File: src/sv/assert_macros.svh
// ----------------------------------------------------------------------------
// Assertion macros
// Shared forms for the concurrent checks of the packed list unit.
// ----------------------------------------------------------------------------
`ifndef ASSERT_MACROS_SVH
`define ASSERT_MACROS_SVH

// Property must hold at every rising clock edge outside reset.
`define PLSD_ASSERT(label, prop, msg) \
    label: assert property (@(posedge i_clk) disable iff (!i_rst_n) prop) \
        else $error(msg);

// Expression must never be true outside reset.
`define PLSD_ASSERT_NEVER(label, expr, msg) \
    label: assert property (@(posedge i_clk) disable iff (!i_rst_n) !(expr)) \
        else $error(msg);

`endif

File: src/sv/plsd_pkg.sv
// ----------------------------------------------------------------------------
// Packed list package
// Types and constants shared by the packed list insert, search and delete unit.
// ----------------------------------------------------------------------------
`timescale 1ns / 1ps
`default_nettype none

package plsd_pkg;

    localparam int CAPACITY    = 64;
    localparam int IDX_W       = (CAPACITY > 1) ? $clog2(CAPACITY) : 1;
    localparam int CNT_W       = $clog2(CAPACITY + 1);
    localparam int DATA_W      = 32;
    localparam int OP_W        = 2;
    localparam int ST_W        = 2;
    localparam int POS_W       = 6;
    localparam int COUNT_W     = 7;
    localparam int IN_TDATA_W  = ((OP_W + DATA_W + 7) / 8) * 8;
    localparam int OUT_TDATA_W = ((ST_W + 1 + POS_W + COUNT_W + 7) / 8) * 8;

    typedef enum logic [OP_W-1:0] {
        OP_INSERT = 2'd0,
        OP_SEARCH = 2'd1,
        OP_DELETE = 2'd2,
        OP_NONE   = 2'd3
    } t_op;

    typedef enum logic [ST_W-1:0] {
        ST_OK      = 2'd0,
        ST_FULL    = 2'd1,
        ST_MISSING = 2'd2
    } t_status;

    typedef enum logic [2:0] {
        S_IDLE,
        S_DISPATCH,
        S_SCAN,
        S_SHIFT,
        S_RESULT
    } t_state;

    typedef struct packed {
        logic              we;
        logic [IDX_W-1:0]  waddr;
        logic [DATA_W-1:0] wdata;
        logic              re;
        logic [IDX_W-1:0]  raddr;
    } t_mem_req;

    typedef struct packed {
        t_status            status;
        logic               found;
        logic [POS_W-1:0]   position;
        logic [COUNT_W-1:0] count;
    } t_result;

endpackage

`default_nettype wire

File: src/sv/plsd_ram.sv
// ----------------------------------------------------------------------------
// Packed list entry store
// Single write port, single read port memory with registered read data.
// ----------------------------------------------------------------------------
`timescale 1ns / 1ps
`default_nettype none

module plsd_ram (
    input  wire                             i_clk,
    input  plsd_pkg::t_mem_req              i_req,
    output logic [plsd_pkg::DATA_W-1:0]     o_rdata
);
    import plsd_pkg::*;

    logic [DATA_W-1:0] r_mem [CAPACITY];

    always_ff @(posedge i_clk) begin
        if (i_req.we) begin
            r_mem[i_req.waddr] <= i_req.wdata;
        end
    end

    always_ff @(posedge i_clk) begin
        if (i_req.re) begin
            o_rdata <= r_mem[i_req.raddr];
        end
    end

endmodule

`default_nettype wire

File: src/sv/plsd_ctrl.sv
// ----------------------------------------------------------------------------
// Packed list controller
// Sequences insert, scan and compacting shift through the entry store.
// ----------------------------------------------------------------------------
`timescale 1ns / 1ps
`default_nettype none
`include "assert_macros.svh"

module plsd_ctrl (
    input  wire                             i_clk,
    input  wire                             i_rst_n,
    input  wire                             i_in_valid,
    output logic                            o_in_ready,
    input  wire  [plsd_pkg::OP_W-1:0]       i_op,
    input  wire  [plsd_pkg::DATA_W-1:0]     i_value,
    output plsd_pkg::t_mem_req              o_mem_req,
    input  wire  [plsd_pkg::DATA_W-1:0]     i_rdata,
    output logic                            o_res_valid,
    output plsd_pkg::t_result               o_res,
    input  wire                             i_res_ready
);
    import plsd_pkg::*;

    t_state            r_state, n_state;
    t_op               r_op;
    logic [DATA_W-1:0] r_value;
    logic [CNT_W-1:0]  r_count, n_count;
    logic [CNT_W-1:0]  r_rd_idx, n_rd_idx;
    logic              r_pend, n_pend;
    logic [IDX_W-1:0]  r_cmp_idx, n_cmp_idx;
    logic [IDX_W-1:0]  r_wr_idx, n_wr_idx;
    t_result           r_res, n_res;

    logic rd_more;
    logic hit;
    logic drained;

    assign rd_more = (r_rd_idx < r_count);
    assign hit     = r_pend && (i_rdata == r_value);
    assign drained = !r_pend && !rd_more;

    always_comb begin
        n_state = r_state;
        unique case (r_state)
            S_IDLE: begin
                if (i_in_valid) begin
                    n_state = S_DISPATCH;
                end
            end
            S_DISPATCH: begin
                if (r_op == OP_SEARCH || r_op == OP_DELETE) begin
                    n_state = S_SCAN;
                end else begin
                    n_state = S_RESULT;
                end
            end
            S_SCAN: begin
                if (hit) begin
                    n_state = (r_op == OP_DELETE) ? S_SHIFT : S_RESULT;
                end else if (drained) begin
                    n_state = S_RESULT;
                end
            end
            S_SHIFT: begin
                if (drained) begin
                    n_state = S_RESULT;
                end
            end
            S_RESULT: begin
                if (i_res_ready) begin
                    n_state = S_IDLE;
                end
            end
            default: n_state = S_IDLE;
        endcase
    end

    always_comb begin
        o_in_ready  = 1'b0;
        o_res_valid = 1'b0;
        o_mem_req   = '0;
        n_count     = r_count;
        n_rd_idx    = r_rd_idx;
        n_pend      = r_pend;
        n_cmp_idx   = r_cmp_idx;
        n_wr_idx    = r_wr_idx;
        n_res       = r_res;
        unique case (r_state)
            S_IDLE: begin
                o_in_ready = 1'b1;
            end
            S_DISPATCH: begin
                n_rd_idx       = '0;
                n_pend         = 1'b0;
                n_res.status   = ST_OK;
                n_res.found    = 1'b0;
                n_res.position = '0;
                n_res.count    = COUNT_W'(r_count);
                if (r_op == OP_INSERT) begin
                    if (r_count < CNT_W'(CAPACITY)) begin
                        o_mem_req.we    = 1'b1;
                        o_mem_req.waddr = r_count[IDX_W-1:0];
                        o_mem_req.wdata = r_value;
                        n_count         = r_count + 1'b1;
                        n_res.position  = POS_W'(r_count);
                        n_res.count     = COUNT_W'(r_count + 1'b1);
                    end else begin
                        n_res.status = ST_FULL;
                    end
                end
            end
            S_SCAN: begin
                o_mem_req.re    = rd_more;
                o_mem_req.raddr = r_rd_idx[IDX_W-1:0];
                n_pend          = rd_more;
                n_rd_idx        = r_rd_idx + {{(CNT_W-1){1'b0}}, rd_more};
                n_cmp_idx       = r_rd_idx[IDX_W-1:0];
                if (hit) begin
                    n_res.found    = 1'b1;
                    n_res.position = POS_W'(r_cmp_idx);
                    n_wr_idx       = r_cmp_idx;
                    n_rd_idx       = CNT_W'(r_cmp_idx) + 1'b1;
                    n_pend         = 1'b0;
                end else if (drained) begin
                    n_res.status = ST_MISSING;
                end
            end
            S_SHIFT: begin
                o_mem_req.re    = rd_more;
                o_mem_req.raddr = r_rd_idx[IDX_W-1:0];
                n_pend          = rd_more;
                n_rd_idx        = r_rd_idx + {{(CNT_W-1){1'b0}}, rd_more};
                if (r_pend) begin
                    o_mem_req.we    = 1'b1;
                    o_mem_req.waddr = r_wr_idx;
                    o_mem_req.wdata = i_rdata;
                    n_wr_idx        = r_wr_idx + 1'b1;
                end
                if (drained) begin
                    n_count     = r_count - 1'b1;
                    n_res.count = COUNT_W'(r_count - 1'b1);
                end
            end
            S_RESULT: begin
                o_res_valid = 1'b1;
            end
            default: ;
        endcase
    end

    assign o_res = r_res;

    always_ff @(posedge i_clk) begin
        if (!i_rst_n) begin
            r_state <= S_IDLE;
            r_count <= '0;
            r_pend  <= 1'b0;
        end else begin
            r_state <= n_state;
            r_count <= n_count;
            r_pend  <= n_pend;
        end
    end

    always_ff @(posedge i_clk) begin
        if (r_state == S_IDLE && i_in_valid) begin
            r_op    <= t_op'(i_op);
            r_value <= i_value;
        end
        r_rd_idx  <= n_rd_idx;
        r_cmp_idx <= n_cmp_idx;
        r_wr_idx  <= n_wr_idx;
        r_res     <= n_res;
    end

    `PLSD_ASSERT_NEVER(a_count_bound, r_count > CNT_W'(CAPACITY), "count beyond capacity")
    `PLSD_ASSERT(a_write_state, o_mem_req.we |-> (r_state == S_DISPATCH || r_state == S_SHIFT),
                 "store written outside insert or shift")
    `PLSD_ASSERT(a_shift_range, (r_state == S_SHIFT && o_mem_req.we) |->
                 ((CNT_W'(r_wr_idx) + 1'b1) < r_count), "shift write beyond list")
    `PLSD_ASSERT(a_result_hold, (r_state == S_RESULT) |=> $stable(r_count),
                 "count changed while a result waits")

endmodule

`default_nettype wire

File: src/sv/plsd_out.sv
// ----------------------------------------------------------------------------
// Packed list result register
// Holds one result for the output stream and packs its fields.
// ----------------------------------------------------------------------------
`timescale 1ns / 1ps
`default_nettype none

module plsd_out (
    input  wire                                 i_clk,
    input  wire                                 i_rst_n,
    input  wire                                 i_res_valid,
    output logic                                o_res_ready,
    input  plsd_pkg::t_result                   i_res,
    output logic                                o_tvalid,
    input  wire                                 i_tready,
    output logic [plsd_pkg::OUT_TDATA_W-1:0]    o_tdata
);
    import plsd_pkg::*;

    logic    r_valid;
    t_result r_res;

    assign o_res_ready = !r_valid || i_tready;
    assign o_tvalid    = r_valid;
    assign o_tdata     = OUT_TDATA_W'({r_res.count, r_res.position, r_res.found,
                                       r_res.status});

    always_ff @(posedge i_clk) begin
        if (!i_rst_n) begin
            r_valid <= 1'b0;
        end else if (o_res_ready) begin
            r_valid <= i_res_valid;
        end
    end

    always_ff @(posedge i_clk) begin
        if (o_res_ready && i_res_valid) begin
            r_res <= i_res;
        end
    end

endmodule

`default_nettype wire

File: src/sv/packed_list_insert_search_delete_unit.sv
// ----------------------------------------------------------------------------
// Packed list insert, search and delete unit
// Unsorted list of signed 32-bit values with append, first-match search and
// compacting delete, held in a single-port-pair entry store.
//
// Channel   Direction  Width  Contents
// s_axis    in         40     op, value
// m_axis    out        16     status, found, position, count
//
// Insert and unused op codes go from dispatch straight to the result.
// Search and delete scan the entries and stop at the first match, and the shift
// of a delete then reads only the later entries, one store read per cycle on
// the single read port.
// Reset clears the count and the control state; the store needs no clearing.
// A new input transfer is taken while the previous result waits on m_axis.
// ----------------------------------------------------------------------------
`timescale 1ns / 1ps
`default_nettype none

module packed_list_insert_search_delete_unit (
    input  wire                                 i_clk,
    input  wire                                 i_rst_n,
    input  wire                                 s_axis_tvalid,
    output logic                                s_axis_tready,
    // [1:0] op, [33:2] value, [39:34] zero
    input  wire  [plsd_pkg::IN_TDATA_W-1:0]     s_axis_tdata,
    output logic                                m_axis_tvalid,
    input  wire                                 m_axis_tready,
    // [1:0] status, [2] found, [8:3] position, [15:9] count
    output logic [plsd_pkg::OUT_TDATA_W-1:0]    m_axis_tdata
);
    import plsd_pkg::*;

    t_mem_req          mem_req;
    logic [DATA_W-1:0] mem_rdata;
    logic              res_valid;
    logic              res_ready;
    t_result           res;

    plsd_ctrl u_ctrl (
        .i_clk       (i_clk),
        .i_rst_n     (i_rst_n),
        .i_in_valid  (s_axis_tvalid),
        .o_in_ready  (s_axis_tready),
        .i_op        (s_axis_tdata[OP_W-1:0]),
        .i_value     (s_axis_tdata[OP_W+DATA_W-1:OP_W]),
        .o_mem_req   (mem_req),
        .i_rdata     (mem_rdata),
        .o_res_valid (res_valid),
        .o_res       (res),
        .i_res_ready (res_ready)
    );

    plsd_ram u_ram (
        .i_clk   (i_clk),
        .i_req   (mem_req),
        .o_rdata (mem_rdata)
    );

    plsd_out u_out (
        .i_clk       (i_clk),
        .i_rst_n     (i_rst_n),
        .i_res_valid (res_valid),
        .o_res_ready (res_ready),
        .i_res       (res),
        .o_tvalid    (m_axis_tvalid),
        .i_tready    (m_axis_tready),
        .o_tdata     (m_axis_tdata)
    );

endmodule

`default_nettype wire

File: config.mk
export PLATFORM = sky130hd
export DESIGN_NAME = packed_list_insert_search_delete_unit
export DESIGN_NICKNAME = d
export VERILOG_FILES = /design/src/sv/plsd_pkg.sv /design/src/sv/plsd_ram.sv /design/src/sv/plsd_ctrl.sv /design/src/sv/plsd_out.sv /design/src/sv/packed_list_insert_search_delete_unit.sv
export VERILOG_INCLUDE_DIRS = /design/src /design/src/sv
export SDC_FILE = /design/constraint.sdc
export NUM_CORES = 2
export LEC_CHECK = 0
export ABC_CLOCK_PERIOD_IN_PS = 5200
export BUFFER_PORTS_ARGS = -buffer_cell sky130_fd_sc_hd__clkbuf_2
export CAP_MARGIN = 5
export CORE_MARGIN = 2
export CORE_UTILIZATION = 51
export DETAILED_ROUTE_END_ITERATION = 10
export PLACE_DENSITY = 0.66
export SYNTH_ARGS = -nofsm -noshare
export SYNTH_HDL_FRONTEND = slang
export SYNTH_SLANG_ARGS = --single-unit
File: constraint.sdc
create_clock -name i_clk -period 5.2 [get_ports i_clk]
set_clock_uncertainty 0.2 [all_clocks]
set_input_delay 0.26 -clock i_clk [delete_from_list [all_inputs] [get_ports i_clk]]
set_output_delay 0.26 -clock i_clk [all_outputs]
set_load 0.02 [all_outputs]
### After elaboration in Yosys (flattened, before gate mapping)

Memories as Yosys holds them, arrays and structs flattened. A register that Yosys moved wholly into a read port is not among the register bits.
Cells that the tools add are included.

* register bits: 97
* bits in latches: 0
* bits in writable memories: 2048
* memory bits (read-only): 0
* bits of input ports: 44
* output and inout bits: 18
* word-level logic and storage cells: 99
* memories: 1

Memory list
* u_ram.r_mem: depth 64, width 32, read ports 1, clocked after memory_dff 1, wr ports 1, RTL line plsd_ram.sv:15 `logic [DATA_W-1:0] r_mem [CAPACITY];`

* add/sub/neg operators: 5
* multipliers: 0
* div/mod/pow operators: 0
* order comparisons: 2
* eq/ne operators: 16
* shifts and indexed selects: 0
* multiplexer cells: 36
* bitwise gates (word level): 0
* reductions and logical operators: 22

Operators by type and width (number)
* $mux W39: 3
* $pmux W39 S2: 1
* $mux W7: 6
* $eq A32 B32 Y1: 1
* $pmux W7 S2: 2
* $mux W13: 2
* $pmux W7 S3: 1
* $mux W3: 6
* $pmux W9 S2: 1
* $pmux W3 S5: 1
* $ne A2 B1 Y1 const B: 7
* $mux W6: 2
* $pmux W6 S2: 1
* $add A6 B1 Y7 const B: 1
* $add A7 B1 Y7: 1
* $add A7 B1 Y7 const B: 1
* $lt A7 B7 Y1: 1
* $lt A7 B7 Y1 const B: 1
* $mux W1: 7
* $sub A7 B1 Y7 const B: 1
* $add A6 B1 Y6 const B: 1
* $eq A3 B2 Y1 const B: 2
* $reduce_and A2 Y1: 3
* $reduce_and A3 Y1: 2
* other kinds (16): 26

### Longest topological paths before layout

* depth after elaboration: 6
* mapped depth: 12
* depth with buffers taken out: 11

### Hierarchy

A second synthesis with hierarchy kept.

* cells, all modules: 3754
* area, all modules: 83817.9 um^2

By module, submodules not included
* plsd_ram: times used 1, cells each 3324, area each 78835.6 um^2, sequential area each 62459.9 um^2
* plsd_ctrl: times used 1, cells each 409, area each 4444.3 um^2, sequential area each 2292.2 um^2
* plsd_out: times used 1, cells each 21, area each 538.0 um^2, sequential area each 500.5 um^2

### Worst setup path before layout

OpenSTA, ideal clock, no wires.

* path type: register to register
* start point: register u_ctrl.r_op[1]
* end point: memory u_ram.r_mem[0][4], data pin
* library setup time: 0.702 ns
* arrival: 3.879 ns
* data required time: 4.298 ns
* path slack: 0.419 ns
* cell stages (with the launch flop): 8
* path buffers: 1
* clock period less this slack: 4.781 ns
* cells stage by stage: edfxtp_1 -> inv_1 -> ha_1 -> nand2b_1 -> clkbuf_1 -> nor2_1 -> nand2_1 -> o21ai_0

RTL lines
* start, declared: RTL line plsd_ctrl.sv:25 `t_op r_op;`
* start signal, assigned: RTL line plsd_ctrl.sv:167 `r_op <= t_op'(i_op);`
* end, declared: RTL line plsd_ram.sv:15

### Final worst setup path

* start point: register u_ctrl.r_op[1]
* end point: memory u_ram.r_mem[40][14], enable pin

* word-level cells in the longest chain between the ends: 5

RTL lines
* $logic_not A2 Y1 *: RTL line plsd_ctrl.sv:99 `if (r_op == OP_INSERT) begin`
* $mux W39 *: RTL line plsd_ctrl.sv:99
* $pmux W39 S2 *: RTL line plsd_ctrl.sv:88 `unique case (r_state)`
* $mux W1: RTL line plsd_ram.sv:18 `if (i_req.we) begin`
* $mux W1 (not written as such): RTL line plsd_ram.sv:19 `r_mem[i_req.waddr] <= i_req.wdata;`

Every way passes the cells marked *; elsewhere a longest branch is shown, timed or not.

==> metrics.md <==
| Metric | Value |
|---|---|
| Ys flop type | `edfxtp_1` |
| Worst-Skew Late Latency | `0.87 ns` |
| Synth Instances | `5200` |
| CTS clk-pin slew, worst paths | `~0.06 ns` |
| IO Pins | `62` |
| FFs w/ async S/R, synth | `0%` |
| Worst R2R Start | `u_ctrl.r_op[1]` |
| Setup_tns | `0 ns` |
| Hold Violations, Final | `0` |
| Largest net degree at the start of global routing | `124` |
| CTS tree | `built` |
| Via count | `50800` |
| Clock Path Buffers | `3` |
| Post-Syn Nets | `5259` |
| Layout Area Growth over Synthesis | `14.3%` |
| Finished Layout Cells | `7842` |
| DRT Wirelength | `245000 µm` |
| Startpoint Class | `flop` |
| Unrepaired setup endpoints after global routing | `false` |
| Core area | `167000 µm²` |
| Final setup violating endpoints | `0` |
| Synth warnings | `0` |
| H-tree Lvls | `4` |
| Origin of the worst min-delay path | `u_ctrl.o_res[8]` |
| Fmax achieved | `about 210 MHz` |
| Final nets | `5507` |
| Critical Path RT | `5.56 ns` |
| DRC Markers | `0` |
| Max Fanout on Critical Path | `17` |
| Sequential fraction of the synthesis area | `76.5%` |
| Drt first pass iters | `6` |
| Final slew viol count | `0` |
| TritonCTS Buffers | `209` |
| Tmin final | `between 4 and 5 ns` |
| Slew @ Worst Pin | `1.31 ns` |
| Setup crit start | `u_ctrl.r_op[1]` |
| CP Capture Type | `flop` |
| WP data arrival | `5.19 ns` |
| Vias in the first global route | `approximately 49000` |
| Routability Congestion | `between 0.9 and 1` |
| Count of cell types in the netlist | `65` |
| Post-CTS resize count | `0` |
| Status | `completed` |
| Post-DP HPWL | `about 140000 µm` |
| # fillers | `12300` |
| Crit Path Class | `reg -> reg` |
| Post-DR wirelength/cell | `31.3 µm` |
| Worst VDD drop | `0.000321 V` |
| Post-synth EDFFs | `2165` |
| First-pass GRT wire length | `346000 µm` |
| Die height | `413 µm` |
| Clock tree sinks | `around 2200` |
| Die W | `a little over 400 µm` |
| Post-Syn Area | `85300 µm²` |
| Hold/Removal Path Class | `reg -> reg` |
| Initial Util | `51.2%` |
| DR vias/cell | `6.47` |
| Leak pwr | `32.1 nW` |
| IO Port Bufs | `55` |
| Std-Cell Rows | `150` |
| Mapped Avg Cell Area | `16.4 µm²` |
| Total GRT Usage | `28.4%` |
| Initial antenna violation count | `14` |
| Layout cells sized above 1 | `15.3%` |
| Routed Antenna Nets | `0` |
| Max Cap Viol | `0` |
| Total gr overflow | `0` |
| Pwr/cell area | `369 nW/µm²` |
| CTS root buffer | `clkbuf_16` |
| Post-Place Cells | `7369` |
| Synth Register Bits | `2177` |
| Tcrit/Tclk final | `92.8%` |
| Slew headroom | `between 10% and 20%` |
| DRT iter0 DRCs | `a little over 7000` |
| Die ar. | `171000 µm²` |
## power breakdown
| part | switching [W] | internal (W) | total [W] | leakage (nW) |
|---|---|---|---|---|
| Sequential | 0.0000638 | 0.0192 | 0.0193 | 20.4 |
| Combinational | 0.00116 | 0.000559 | 0.00172 | 8.43 |
| Clock | 0.00657 | 0.00839 | 0.0150 | 3.28 |
| Total | 0.00780 | 0.0281 | 0.0359 | 32.1 |
## layout by cell type, fill, tap and decap left out, drive strengths merged, types with 12 or more instances in the layout
master       count
dlygate4sd3     71
buf            281
a22oi           15
o221a           34
inv             26
o2bb2ai         29
o21ai          132
a2bb2oi         41
nor2           264
a22o            35
nor2b           49
edfxtp        2165
dfxtp           12
nand3           17
clkbuf         310
a2111oi         32
nand2          257
mux2i          377
a211oi         101
o211ai          66
a221oi          57
clkinv         112
ha              15
a31oi          102
nor3            90
o22ai          140
bufinv          18
a221o           30
a21oi          242
o221ai         157
xnor2           21
o21a            29
mux2            34
a211o           27
mux4            34
nor4            46
nand2b          45
xor2            29
## final cells by class
class / count / area [µm²] / share of cell area, %
sequential: 2177 / 65300 / 66.9
multi-input combinational: 2633 / 19200 / 19.7
clock buffer: 255 / 5470 / 5.60
timing repair buffer: 407 / 3500 / 3.58
tap: 2204 / 2760 / 2.83
clock inverter: 141 / 1280 / 1.31
inverter: 20 / 75.1 / 0.0770
antenna: 5 / 12.5 / 0.0128
## kinds of logic after synthesis
family / count (synthesis) / synth area share (%)
xor+xnor: 50 / 0.513
simple gates: 828 / 4.43
mux: 445 / 5.77
fa+ha+maj: 15 / 0.220
compound gates: 1295 / 10.8
buf+inv: 390 / 1.83
flops: 2177 / 76.5
## sequential cells by signal, summed over array words and instances (netlist names)
| signal | cells |
|---|---|
| u_out.o_tvalid | 1 |
| u_ctrl.r_pend | 1 |
| u_ctrl.o_res | 16 |
| u_ram.r_mem | 2048 |
| u_ctrl.r_state | 3 |
| u_ctrl.r_wr_idx | 6 |
| u_ctrl.r_rd_idx | 7 |
| u_ctrl.r_value | 32 |
| u_out.o_tdata | 16 |
| u_ctrl.r_cmp_idx | 6 |
| u_ram.o_rdata | 32 |
| u_ctrl.r_count | 7 |
| u_ctrl.r_op | 2 |
## worst max-delay path, stage by stage (launching register included)
cell       delay (ns)
edfxtp_1         0.41
inv_1            0.08
ha_1             0.35
nand2b_1         0.13
nor2_1           0.45
a22oi_1          0.23
a2111oi_0        0.84
nand2_1          0.79
nor2_4           0.77
buf_12           0.25
## worst paths after layout
path                    endpoint  slack [ns]  cells after the start
max reg2reg  u_ram.r_mem[40][14]        0.38                      9
min             u_out.o_tdata[4]        0.21                      0
min reg2reg     u_out.o_tdata[4]        0.21                      0
max          u_ram.r_mem[40][14]        0.38                      9
## layer usage
layer  vias to the layer above  routed length, µm  track usage [%]
met5                         -                 98                0
met4                        12              10300             11.4
met3                       450              28200             7.13
met2                      2933             111000             43.4
met1                     25800              95500             39.4
li1                      21500                  -                -
## timing repair
item / CTS / global route
endpoints found under the hold margin: 80 / 0
setup buffers: 0 / 0
hold buffers: 71 / 0
## cell usage after synthesis, types with 57 or more instances
master	instances	area share, %
o21ai_0	130	0.76
a21oi_1	242	1.4
a221oi_1	57	0.59
o211ai_1	66	0.58
nor3_1	90	0.53
o221ai_1	157	1.6
buf_2	78	0.46
nor2_1	264	1.2
o22ai_1	140	1.0
a211oi_1	101	0.89
edfxtp_1	2165	76
clkbuf_1	252	1.1
a31oi_1	102	0.75
mux2i_1	377	4.4
nand2_1	257	1.1
## per-stage QoR
stage | setup WS [ns] | utilization, % | cell area (µm²) | total power [W] | hold WS, ns
2_1_floorplan | 0.419 | - | 85300 | 0.0206 | 0.159
5_1_grt | 0.237 | 58.5 | 97500 | 0.0368 | 0.235
4_1_cts | 0.512 | 58.5 | 97500 | 0.0360 | 0.125
3_3_place_gp | 0.523 | 54.0 | 90000 | 0.0212 | 0.203
6_report | 0.375 | 58.5 | 97500 | 0.0359 | 0.208
3_5_place_dp | 0.497 | 54.0 | 90000 | 0.0213 | 0.207
No activity file was read; power rests on OpenSTA's default activity.
